--- src/rtl/transport_header_field_parser_core_defines.svh ---
// Assertion macros for the transport header field parser core.
`ifndef TRANSPORT_HEADER_FIELD_PARSER_CORE_DEFINES_SVH
`define TRANSPORT_HEADER_FIELD_PARSER_CORE_DEFINES_SVH

`ifndef ASSERT_OFF
// Checked property, quiet while reset is asserted.
`define THFP_ASSERT(name, clk, rstn, prop, msg) \
    name: assert property (@(posedge clk) disable iff (!rstn) prop) else $error(msg);
// Checked property, also watched during reset.
`define THFP_ASSERT_ALWAYS(name, clk, prop, msg) \
    name: assert property (@(posedge clk) prop) else $error(msg);
`else
`define THFP_ASSERT(name, clk, rstn, prop, msg)
`define THFP_ASSERT_ALWAYS(name, clk, prop, msg)
`endif

`endif

--- src/rtl/thfp_pkg.sv ---
// Shared constants, keyword tables and helpers for the transport header parser.
`timescale 1ns / 1ps
`default_nettype none
package thfp_pkg;

    localparam int TAG_BUFFER_LEN = 64;
    localparam int KW_COUNT       = 7;
    localparam int KW_MAX_LEN     = 11;

    localparam logic [6:0] TAG_MAX   = 7'd127;
    localparam logic [6:0] TAG_LIMIT = 7'(TAG_BUFFER_LEN - 1);
    localparam logic [6:0] KW_ALL    = 7'h7F;
    localparam logic [15:0] NUM_MAX  = 16'hFFFF;
    localparam logic [8:0] OCT_OVER  = 9'd257;

    localparam logic [2:0] MODE_TAG  = 3'd0;
    localparam logic [2:0] MODE_SRV  = 3'd1;
    localparam logic [2:0] MODE_CLI  = 3'd2;
    localparam logic [2:0] MODE_TTL  = 3'd3;
    localparam logic [2:0] MODE_DEST = 3'd4;
    localparam logic [2:0] MODE_SRC  = 3'd5;
    localparam logic [2:0] MODE_SSRC = 3'd6;

    // keyword text, left aligned and space padded, first char in the top byte
    localparam logic [8*KW_MAX_LEN-1:0] KW_TEXT [KW_COUNT] = '{
        "port       ", {"client", "_port"}, {"server", "_port"}, "ttl        ",
        "destination", "source     ", "ssrc       "
    };
    localparam logic [3:0] KW_LEN [KW_COUNT] = '{
        4'd4, 4'd11, 4'd11, 4'd3, 4'd11, 4'd6, 4'd4
    };
    localparam logic [2:0] KW_MODE [KW_COUNT] = '{
        MODE_SRV, MODE_CLI, MODE_SRV, MODE_TTL, MODE_DEST, MODE_SRC, MODE_SSRC
    };

    typedef struct packed {
        logic [6:0] hits;
        logic [2:0] end_mode;
    } tag_match_t;

    function automatic logic [7:0] kw_char(input int k, input logic [3:0] pos);
        logic [3:0] slot;
        slot = 4'(KW_MAX_LEN - 1) - pos;
        return KW_TEXT[k][8*slot +: 8];
    endfunction

    function automatic logic [7:0] to_lower(input logic [7:0] c);
        return (c >= "A" && c <= "Z") ? 8'(c + 8'd32) : c;
    endfunction

endpackage
`default_nettype wire

--- src/rtl/transport_header_field_parser_core.sv ---
// Top level: RTSP transport header field parser, one header byte per beat.
// Datapath: an accepted byte is held in the input register and processed from
// there; a zero byte loads the result register that drives m_axis.
// Throughput: one byte per cycle, except that a zero byte waits in the input
// register while an earlier result beat is still stalled on m_axis.
// Reset (aresetn low, synchronous): parse restarts, held values clear to zero.
`timescale 1ns / 1ps
`default_nettype none
`include "transport_header_field_parser_core_defines.svh"
module transport_header_field_parser_core
    import thfp_pkg::*;
(
    input  wire logic        aclk,
    input  wire logic        aresetn,
    input  wire logic        s_axis_tvalid,
    output logic             s_axis_tready,
    input  wire logic [7:0]  s_axis_tdata,   // char_byte
    output logic             m_axis_tvalid,
    input  wire logic        m_axis_tready,
    output logic [71:0]      m_axis_tdata    // server port, client port, ttl_value, dest_address
);

    logic        in_valid_reg;
    logic [7:0]  in_byte_reg;
    logic        out_valid_reg;
    logic [71:0] out_data_reg;

    logic [2:0]  mode_reg, mode_next;
    logic [6:0]  tag_len_reg, tag_len_next;
    logic [6:0]  hits_reg, hits_next;
    logic [15:0] num_reg, num_next;
    logic [8:0]  oct_reg, oct_next;
    logic [1:0]  oct_cnt_reg, oct_cnt_next;
    logic        bad_reg, bad_next;
    logic [23:0] build_reg, build_next;
    logic [15:0] srv_reg, srv_next;
    logic [15:0] cli_reg, cli_next;
    logic [7:0]  ttl_reg, ttl_next;
    logic [31:0] addr_reg, addr_next;

    logic        adv;
    logic        zero_byte;
    logic        is_digit;
    logic [3:0]  digit;
    logic [19:0] num_prod;
    logic [11:0] oct_prod;
    logic [7:0]  oct_val;
    logic        oct_ok;
    tag_match_t  tm;

    thfp_tag_match u_tag_match (
        .tag_len (tag_len_reg),
        .hits    (hits_reg),
        .ch      (in_byte_reg),
        .result  (tm)
    );

    assign zero_byte     = (in_byte_reg == 8'd0);
    assign adv           = in_valid_reg && (!zero_byte || !out_valid_reg || m_axis_tready);
    assign s_axis_tready = !in_valid_reg || adv;
    assign m_axis_tvalid = out_valid_reg;
    assign m_axis_tdata  = out_data_reg;

    assign is_digit = (in_byte_reg >= "0") && (in_byte_reg <= "9");
    assign digit    = 4'(in_byte_reg - 8'h30);
    assign num_prod = {4'd0, num_reg} * 20'd10 + {16'd0, digit};
    assign oct_val  = 8'(oct_reg - 9'd1);
    assign oct_prod = {4'd0, oct_val} * 12'd10 + {8'd0, digit};
    assign oct_ok   = (oct_reg != 9'd0) && (oct_reg < OCT_OVER);

    always_comb begin
        mode_next    = mode_reg;
        tag_len_next = tag_len_reg;
        hits_next    = hits_reg;
        num_next     = num_reg;
        oct_next     = oct_reg;
        oct_cnt_next = oct_cnt_reg;
        bad_next     = bad_reg;
        build_next   = build_reg;
        srv_next     = srv_reg;
        cli_next     = cli_reg;
        ttl_next     = ttl_reg;
        addr_next    = addr_reg;

        case (mode_reg)
            MODE_TAG: begin
                if (in_byte_reg inside {";", ",", "=", 8'h0A}) begin
                    tag_len_next = '0;
                    hits_next    = KW_ALL;
                    num_next     = '0;
                    oct_next     = '0;
                    oct_cnt_next = '0;
                    bad_next     = 1'b0;
                    build_next   = '0;
                    mode_next    = tm.end_mode;
                end else if (!zero_byte) begin
                    hits_next = tm.hits;
                    if (tag_len_reg < TAG_MAX) begin
                        tag_len_next = tag_len_reg + 7'd1;
                    end
                end
            end
            MODE_SRV, MODE_CLI, MODE_TTL: begin
                if (is_digit) begin
                    num_next = (num_prod > {4'd0, NUM_MAX}) ? NUM_MAX : num_prod[15:0];
                end else begin
                    if (mode_reg == MODE_SRV) begin
                        srv_next = num_reg;
                    end else if (mode_reg == MODE_CLI) begin
                        cli_next = num_reg;
                    end else begin
                        ttl_next = (num_reg > 16'd255) ? 8'd255 : num_reg[7:0];
                    end
                    num_next  = '0;
                    mode_next = MODE_TAG;
                end
            end
            MODE_DEST, MODE_SRC: begin
                if (is_digit) begin
                    if (oct_reg == 9'd0) begin
                        oct_next = {5'd0, digit} + 9'd1;
                    end else if (oct_reg < OCT_OVER) begin
                        oct_next = (oct_prod > 12'd255) ? OCT_OVER
                                                        : 9'(oct_prod + 12'd1);
                    end
                end else if (in_byte_reg == ".") begin
                    if (oct_cnt_reg == 2'd3 || !oct_ok) begin
                        bad_next = 1'b1;
                    end else begin
                        build_next   = {build_reg[15:0], oct_val};
                        oct_cnt_next = oct_cnt_reg + 2'd1;
                    end
                    oct_next = '0;
                end else begin
                    if (!bad_reg && oct_cnt_reg == 2'd3 && oct_ok) begin
                        addr_next = {build_reg, oct_val};
                    end
                    oct_next     = '0;
                    oct_cnt_next = '0;
                    bad_next     = 1'b0;
                    build_next   = '0;
                    num_next     = '0;
                    mode_next    = (mode_reg == MODE_DEST && in_byte_reg == ":")
                                   ? MODE_CLI : MODE_TAG;
                end
            end
            default: begin
            end
        endcase

        // end of string: restart the parse, held values stay
        if (zero_byte) begin
            mode_next    = MODE_TAG;
            tag_len_next = '0;
            hits_next    = KW_ALL;
            num_next     = '0;
            oct_next     = '0;
            oct_cnt_next = '0;
            bad_next     = 1'b0;
            build_next   = '0;
        end
    end

    always_ff @(posedge aclk) begin
        if (!aresetn) begin
            in_valid_reg  <= 1'b0;
            out_valid_reg <= 1'b0;
            mode_reg      <= MODE_TAG;
            tag_len_reg   <= '0;
            hits_reg      <= KW_ALL;
            num_reg       <= '0;
            oct_reg       <= '0;
            oct_cnt_reg   <= '0;
            bad_reg       <= 1'b0;
            build_reg     <= '0;
            srv_reg       <= '0;
            cli_reg       <= '0;
            ttl_reg       <= '0;
            addr_reg      <= '0;
        end else begin
            if (s_axis_tready) begin
                in_valid_reg <= s_axis_tvalid;
            end
            if (adv) begin
                mode_reg    <= mode_next;
                tag_len_reg <= tag_len_next;
                hits_reg    <= hits_next;
                num_reg     <= num_next;
                oct_reg     <= oct_next;
                oct_cnt_reg <= oct_cnt_next;
                bad_reg     <= bad_next;
                build_reg   <= build_next;
                srv_reg     <= srv_next;
                cli_reg     <= cli_next;
                ttl_reg     <= ttl_next;
                addr_reg    <= addr_next;
            end
            if (adv && zero_byte) begin
                out_valid_reg <= 1'b1;
            end else if (m_axis_tready) begin
                out_valid_reg <= 1'b0;
            end
        end
    end

    always_ff @(posedge aclk) begin
        if (s_axis_tready && s_axis_tvalid) begin
            in_byte_reg <= s_axis_tdata;
        end
        if (adv && zero_byte) begin
            out_data_reg <= {addr_next, ttl_next, cli_next, srv_next};
        end
    end

    `THFP_ASSERT(a_no_result_overrun, aclk, aresetn, !(adv && zero_byte && out_valid_reg && !m_axis_tready), "result beat overwritten while stalled")
    `THFP_ASSERT(a_zero_gives_result, aclk, aresetn, (adv && zero_byte) |=> out_valid_reg, "zero byte produced no result beat")
    `THFP_ASSERT(a_tag_len_in_tag, aclk, aresetn, (tag_len_reg != 7'd0) |-> (mode_reg == MODE_TAG), "tag length held outside tag text")
    `THFP_ASSERT(a_octets_in_addr, aclk, aresetn, (oct_cnt_reg != 2'd0) |-> (mode_reg == MODE_DEST || mode_reg == MODE_SRC), "octet count held outside address")

endmodule
`default_nettype wire

--- src/rtl/thfp_tag_match.sv ---
// Per-byte keyword matcher and end-of-tag keyword select.
`timescale 1ns / 1ps
`default_nettype none
module thfp_tag_match
    import thfp_pkg::*;
(
    input  wire logic [6:0] tag_len,
    input  wire logic [6:0] hits,
    input  wire logic [7:0] ch,
    output tag_match_t      result
);

    logic [7:0] lc;

    always_comb begin
        lc = to_lower(ch);
        result.hits = hits;
        for (int k = 0; k < KW_COUNT; k++) begin
            if (tag_len >= {3'd0, KW_LEN[k]}) begin
                result.hits[k] = 1'b0;
            end else if (kw_char(k, tag_len[3:0]) != lc) begin
                result.hits[k] = 1'b0;
            end
        end

        // first keyword in list order wins
        result.end_mode = MODE_TAG;
        if (tag_len <= TAG_LIMIT) begin
            for (int k = KW_COUNT - 1; k >= 0; k--) begin
                if (hits[k] && {3'd0, KW_LEN[k]} == tag_len) begin
                    result.end_mode = KW_MODE[k];
                end
            end
        end
    end

endmodule
`default_nettype wire

--- config.mk ---
export PLATFORM = sky130hd
export DESIGN_NAME = transport_header_field_parser_core
export DESIGN_NICKNAME = d
export VERILOG_FILES = /design/src/rtl/thfp_pkg.sv /design/src/rtl/transport_header_field_parser_core.sv /design/src/rtl/thfp_tag_match.sv
export VERILOG_INCLUDE_DIRS = /design/src /design/src/rtl
export SDC_FILE = /design/constraint.sdc
export NUM_CORES = 1
export LEC_CHECK = 0
export BUFFER_PORTS_ARGS = -buffer_cell sky130_fd_sc_hd__buf_2
export CAP_MARGIN = 30
export CORE_MARGIN = 2
export CORE_UTILIZATION = 55
export CTS_BUF_LIST = sky130_fd_sc_hd__clkbuf_8 sky130_fd_sc_hd__clkbuf_16
export DETAILED_ROUTE_END_ITERATION = 16
export PLACE_DENSITY = 0.76
export SLEW_MARGIN = 40
export SYNTH_ARGS = -nofsm -noshare
export SYNTH_HDL_FRONTEND = slang
export SYNTH_HIERARCHICAL = 1
export SYNTH_SLANG_ARGS = --single-unit
--- constraint.sdc ---
create_clock -name aclk -period 6.4 [get_ports aclk]
set_input_delay 1.92 -clock aclk [delete_from_list [all_inputs] [get_ports aclk]]
set_output_delay 1.92 -clock aclk [all_outputs]
set_load 0.02 [all_outputs]
# Word level (Yosys, flattened, before mapping)
# Index checks and enable logic that the tools add are counted.
# Widths: inputs -> output; s select.
[classes] addsub=10 multipliers=2 n_lt_le_gt_ge=14 n_eq_ne=30 n_shift=7 mux=87 reduce_logical=57
[op_table] op="$shiftx 88x8->8 const A" n=7
[op_table] op="$mux 16" n=13
[op_table] op="$mux 32" n=4
[op_table] op="$mux 24" n=5
[op_table] op="$ne 8x8->1" n=7
[op_table] op="$mux 9" n=6
[op_table] op="$mux 7" n=7
[op_table] op="$mux 8" n=6
[op_table] op="$pmux 16 s3" n=1
[op_table] op="$pmux 24 s2" n=1
[op_table] op="$eq 8x6->1 const B" n=5
[op_table] op="$mux 3" n=13
[op_table] op="$reduce_bool 4->1" n=9
[op_table] op="$reduce_and 3->1" n=8
[op_table] op="$mux 1" n=21
[op_table] op="$add 20x4->20" n=1
[op_table] op="$gt 20x16->1 const B" n=1
[op_table] op="$mul 16x3->19 const B" n=1
[op_table] op="$pmux 9 s2" n=1
[op_table] op="$gt 16x8->1 const B" n=1
[op_table] op="$logic_and 1x1->1" n=16
[op_table] op="$reduce_and 5->1" n=3
[op_table] op="$eq 3x7->1 const A" n=2
[op_table] op="$ge 7x3->1 const B" n=2
[op_table] op="46 further kinds" n=66
[totals] ff_bits=223 in_bits=12 output_inout_bits=74

# Logic depth before layout (Yosys ltp)
[depth] word_depth=13 ltp_mapped=16 depth_no_buf=16

# Hierarchy
# The synthesis kept the hierarchy.
[by_module_without_submodules] module="transport_header_field_parser_core" n_inst=1 cells_each=1082 area_per_inst_um2=11029.3 seq_area_each_um2=5265.0
[by_module_without_submodules] module="thfp_tag_match" n_inst=1 cells_each=230 area_per_inst_um2=1467.7 seq_area_each_um2=0.0

# Least setup slack after synthesis
# Ideal clock, no wire load.
[synth_path] path_kind="input to register" startpoint="in m_axis_tready" endpoint="reg out_data_reg[0], in the netlist m_axis_tdata[0] (enable)" setup_time_ps=503 arrival_ps=5584 t_required_ps=5897 setup_slack_ps=313 path_stages=5 path_buffers=2 path_cell_list="nand2b_1 -> o21ai_1 -> clkbuf_1 -> clkbuf_1 -> nor2_1"
[synth_via] elab_chain_cells=3
[synth_lines] element="start, declared" line="transport_header_field_parser_core.sv:19" text="input wire logic m_axis_tready,"
[synth_lines] element="$logic_or 1x1->1" line="transport_header_field_parser_core.sv:59" text="assign adv = in_valid_reg && (!zero_byte || !out_valid_reg || m_axis_tready);"
[synth_lines] element="$logic_and 1x1->1" line="transport_header_field_parser_core.sv:59"
[synth_lines] element="$logic_and 1x1->1" line="transport_header_field_parser_core.sv:210" text="if (adv && zero_byte) begin"
[synth_lines] element="end signal, assigned" line="transport_header_field_parser_core.sv:211" text="out_data_reg <= {addr_next, ttl_next, cli_next, srv_next};"
[synth_lines] element="end, declared" line="transport_header_field_parser_core.sv:26" text="logic [71:0] out_data_reg;"
# No other way between the ends.
# A chain may end at the register's enable or synchronous reset.

# Worst setup path in the final report
[layout_path] startpoint="in m_axis_tready" endpoint="out s_axis_tready"
[layout_via] elab_chain_cells=3
[layout_lines] element="$logic_or 1x1->1" line="transport_header_field_parser_core.sv:59"
[layout_lines] element="$logic_and 1x1->1" line="transport_header_field_parser_core.sv:59"
[layout_lines] element="$logic_or 1x1->1" line="transport_header_field_parser_core.sv:60" text="assign s_axis_tready = !in_valid_reg || adv;"
[layout_lines] element="end, declared" line="transport_header_field_parser_core.sv:16" text="output logic s_axis_tready,"
# No other way between the ends.

==> results.md <==
- Core Footprint: roughly 23000 sq um
- DRT iter0 DRCs: 668
- Cell Count, Final, Fillers Out: approximately 1.7k
- TritonCTS clock tree: done
- NumNets Final: 1441
- Initial Util: 0.555
- Largest net degree at the start of global routing: between 70 and 80
- Final hold violations: 0
- Row cnt: 55
- Reg-to-reg startpoint: tag_len_reg[0]
- Area Growth Syn to Fin: 11.1%
- CP Max Fanout: 4
- Vias in the first global route: between 9k and 10k
- Routed wire length: about 27000 um
- Gr usage total: 0.228
- Post-synth EDFFs: 80
- Slew HR: 0.443
- Reg clk slew, reported paths: ~0.06 ns
- Largest register FFs: between 70 and 80
- Lkg Pwr: between 0.005 and 0.006 uW
- Die X: between 150 and 200 um
- Gr ovfl total: 0
- Dominant synthesized flop cell: dfxtp_1
- Yosys reg bits: 223
- Total iterations of the first detailed-routing run: 5
- ANT nets after route: 0
- IO Count: 86
- Clk_skew: 0.0190 ns
- Hold Crit Start: addr_reg[1]
- # diodes: 0
- Slew @ Worst Pin: about 0.8 ns
- Area leader, netlist: dfxtp_1
- Crit share post-route: 0.725
- Count of cell types in the netlist: 89
- Placed Area: ~13000 sq um
- Setup tns final: 0 ns
- RD Place Congestion: 0.879
- Clk Tree Root Cell: clkbuf_16
- Initial antenna violation count: 1
- Port Buf Inserts: 85
- Routed WL per cell: 16.5 um
- Synth Instances: 1312
- Residual DRC count: 0
- Max_cap viols: 0
- Worst-Skew Late Latency: around 0.52 ns
- Worst-case clock buffer depth: 3
- Final setup fails: 0
- First-pass GRT wire length: ~46000 um
- Asr flop ratio synth: 0
- Arrival @ worst endpoint: 2.72 ns
- Share of the synthesized area in the top cell type: 0.229
- Area of the mapped netlist: around 12000 sq um
- Worst hold path class: flip-flop to flip-flop
- Layout cells sized above 1: 0.160
- Post-CTS sizing: 0
- Num CTS Buffers: 24
- FMAX: roughly 220 MHz
- Worst setup startpoint: m_axis_tready
- Syn Nets: ~1.4k
- RSZ-0062 raised after global routing: no
- Clk sinks: approximately 220
- Fin crit period: between 4 and 5 ns
- Core Util, Final: 0.617
- Vias per cell: 5.83
- Worst path required time: between 4 and 5 ns
- Hold buffers post-CTS: 0
- Via count: 9715
- DP HPWL: between 15000 and 20000 um
- CP Class: primary input to output pin
- Peak VDD IR: ~0.00018 V
- Critical Path End Type: output pin
- Seq/Total Area, Yosys: 0.421
- Cell Count Post-Placement: between 1.5k and 2k
- Die Area: 23900 sq um
- PD cells: approximately 220 nW/um^2
- Synth Area per Inst: 9.53 sq um
- Status: completed
- Startpoint types: primary input
- Die Y-Extent: approximately 150 um
- Final Max Slew Viols: 0
- Ranking of synthesized cells by area: dfxtp_1, edfxtp_1, ha_1
- Setup Buffers After CTS: 0
- H-tree depth: 1
- YS warnings: 6
- Fin area: 13900 sq um
## cells by family (layout without fill, tap and decap cells)
logic type	count (synthesis)	after routing	share of synthesized area
AO/OA/AOI/OAI	236	236	0.139
XOR/XNOR	73	73	0.0518
adder cells (fa/ha/maj)	66	66	0.0685
buffers and inverters	104	173	0.0342
flip-flops	223	223	0.421
multiplexers	79	79	0.0694
AND/OR/NAND/NOR	531	531	0.216
## metal layers
metal	wire [um]	GRT usage
met5	0	0
met1	12600	0.310
met4	444	0.0516
met2	13300	0.394
met3	1150	0.0238
## critical path, stage by stage
cell and delay, ns:
buf_2 0.09, nand2b_1 0.20, or2_2 0.34, buf_2 0.16
## cells in the mapped netlist, types with 6 or more instances
library cell / count
o21ai_0: 28
o21a_1: 9
mux2_2: 56
xnor2_1: 38
inv_1: 31
ha_1: 62
a221o_1: 16
dfxtp_1: 143
buf_2: 11
clkbuf_1: 50
nor3_1: 33
a22o_1: 6
a21o_1: 9
nor2b_1: 34
nand2_1: 107
nor3b_1: 67
nand4_1: 13
xor2_1: 34
buf_1: 7
and2_1: 8
a21boi_0: 18
or3_1: 7
nor2_1: 185
a21oi_1: 54
mux2i_1: 18
nor4_1: 8
nand3_1: 17
nand2b_1: 14
a22oi_1: 25
and3_1: 13
edfxtp_1: 80
## final timing paths
kind                            depth (start not counted)  slack [ns]             to
worst min register to register                          2        0.45    addr_reg[1]
worst max-delay path                                    4        1.76  s_axis_tready
worst max register to register                         11        2.52    hits_reg[1]
worst min-delay path                                    2        0.45    addr_reg[1]
## area by class of cell
class	count	area, sq um
clock buffers	28	656
clock inverters	16	95.1
fillers	1787	8610
inverters	31	116
multi-input cells	985	6850
flip-flops and latches	223	5270
well taps	285	357
repair buffers	98	544
## stage by stage
stage	hold WS (ns)	total power, uW	worst slack, ns
after floorplan	0.435	1750	0.313
after global placement	0.441	1800	1.76
after detailed placement	0.447	1810	1.75
after CTS	0.455	3100	1.75
after global routing	0.479	3180	1.71
final	0.454	3080	1.76
## report_power, final
| part | leakage (uW) | total, uW | internal [uW] | switching, uW |
|---|---|---|---|---|
| registers | 0.00188 | 1530 | 1500 | 29.0 |
| logic | 0.00325 | 259 | 112 | 147 |
| clock network | 0.000387 | 1290 | 734 | 556 |
| total | 0.00552 | 3080 | 2340 | 732 |
## layout by cell type (no fill, tap or decap), types with 16 or more instances in the layout
cell | synthesis | final
xnor2_1 | 38 | 38
edfxtp_1 | 80 | 80
a221o_1 | 16 | 16
dfxtp_1 | 143 | 142
nor3b_1 | 67 | 67
a22oi_1 | 25 | 25
mux2i_1 | 18 | 18
clkbuf_16 | 0 | 24
mux2_2 | 56 | 56
nand2_1 | 107 | 106
o21ai_0 | 28 | 28
a21oi_1 | 54 | 54
nor2_1 | 185 | 184
ha_1 | 62 | 62
nand3_1 | 17 | 16
nor3_1 | 33 | 32
a21boi_0 | 18 | 18
buf_2 | 11 | 84
nor2b_1 | 34 | 33
xor2_1 | 34 | 33
inv_1 | 31 | 38
(Power assumes the default switching activity.)
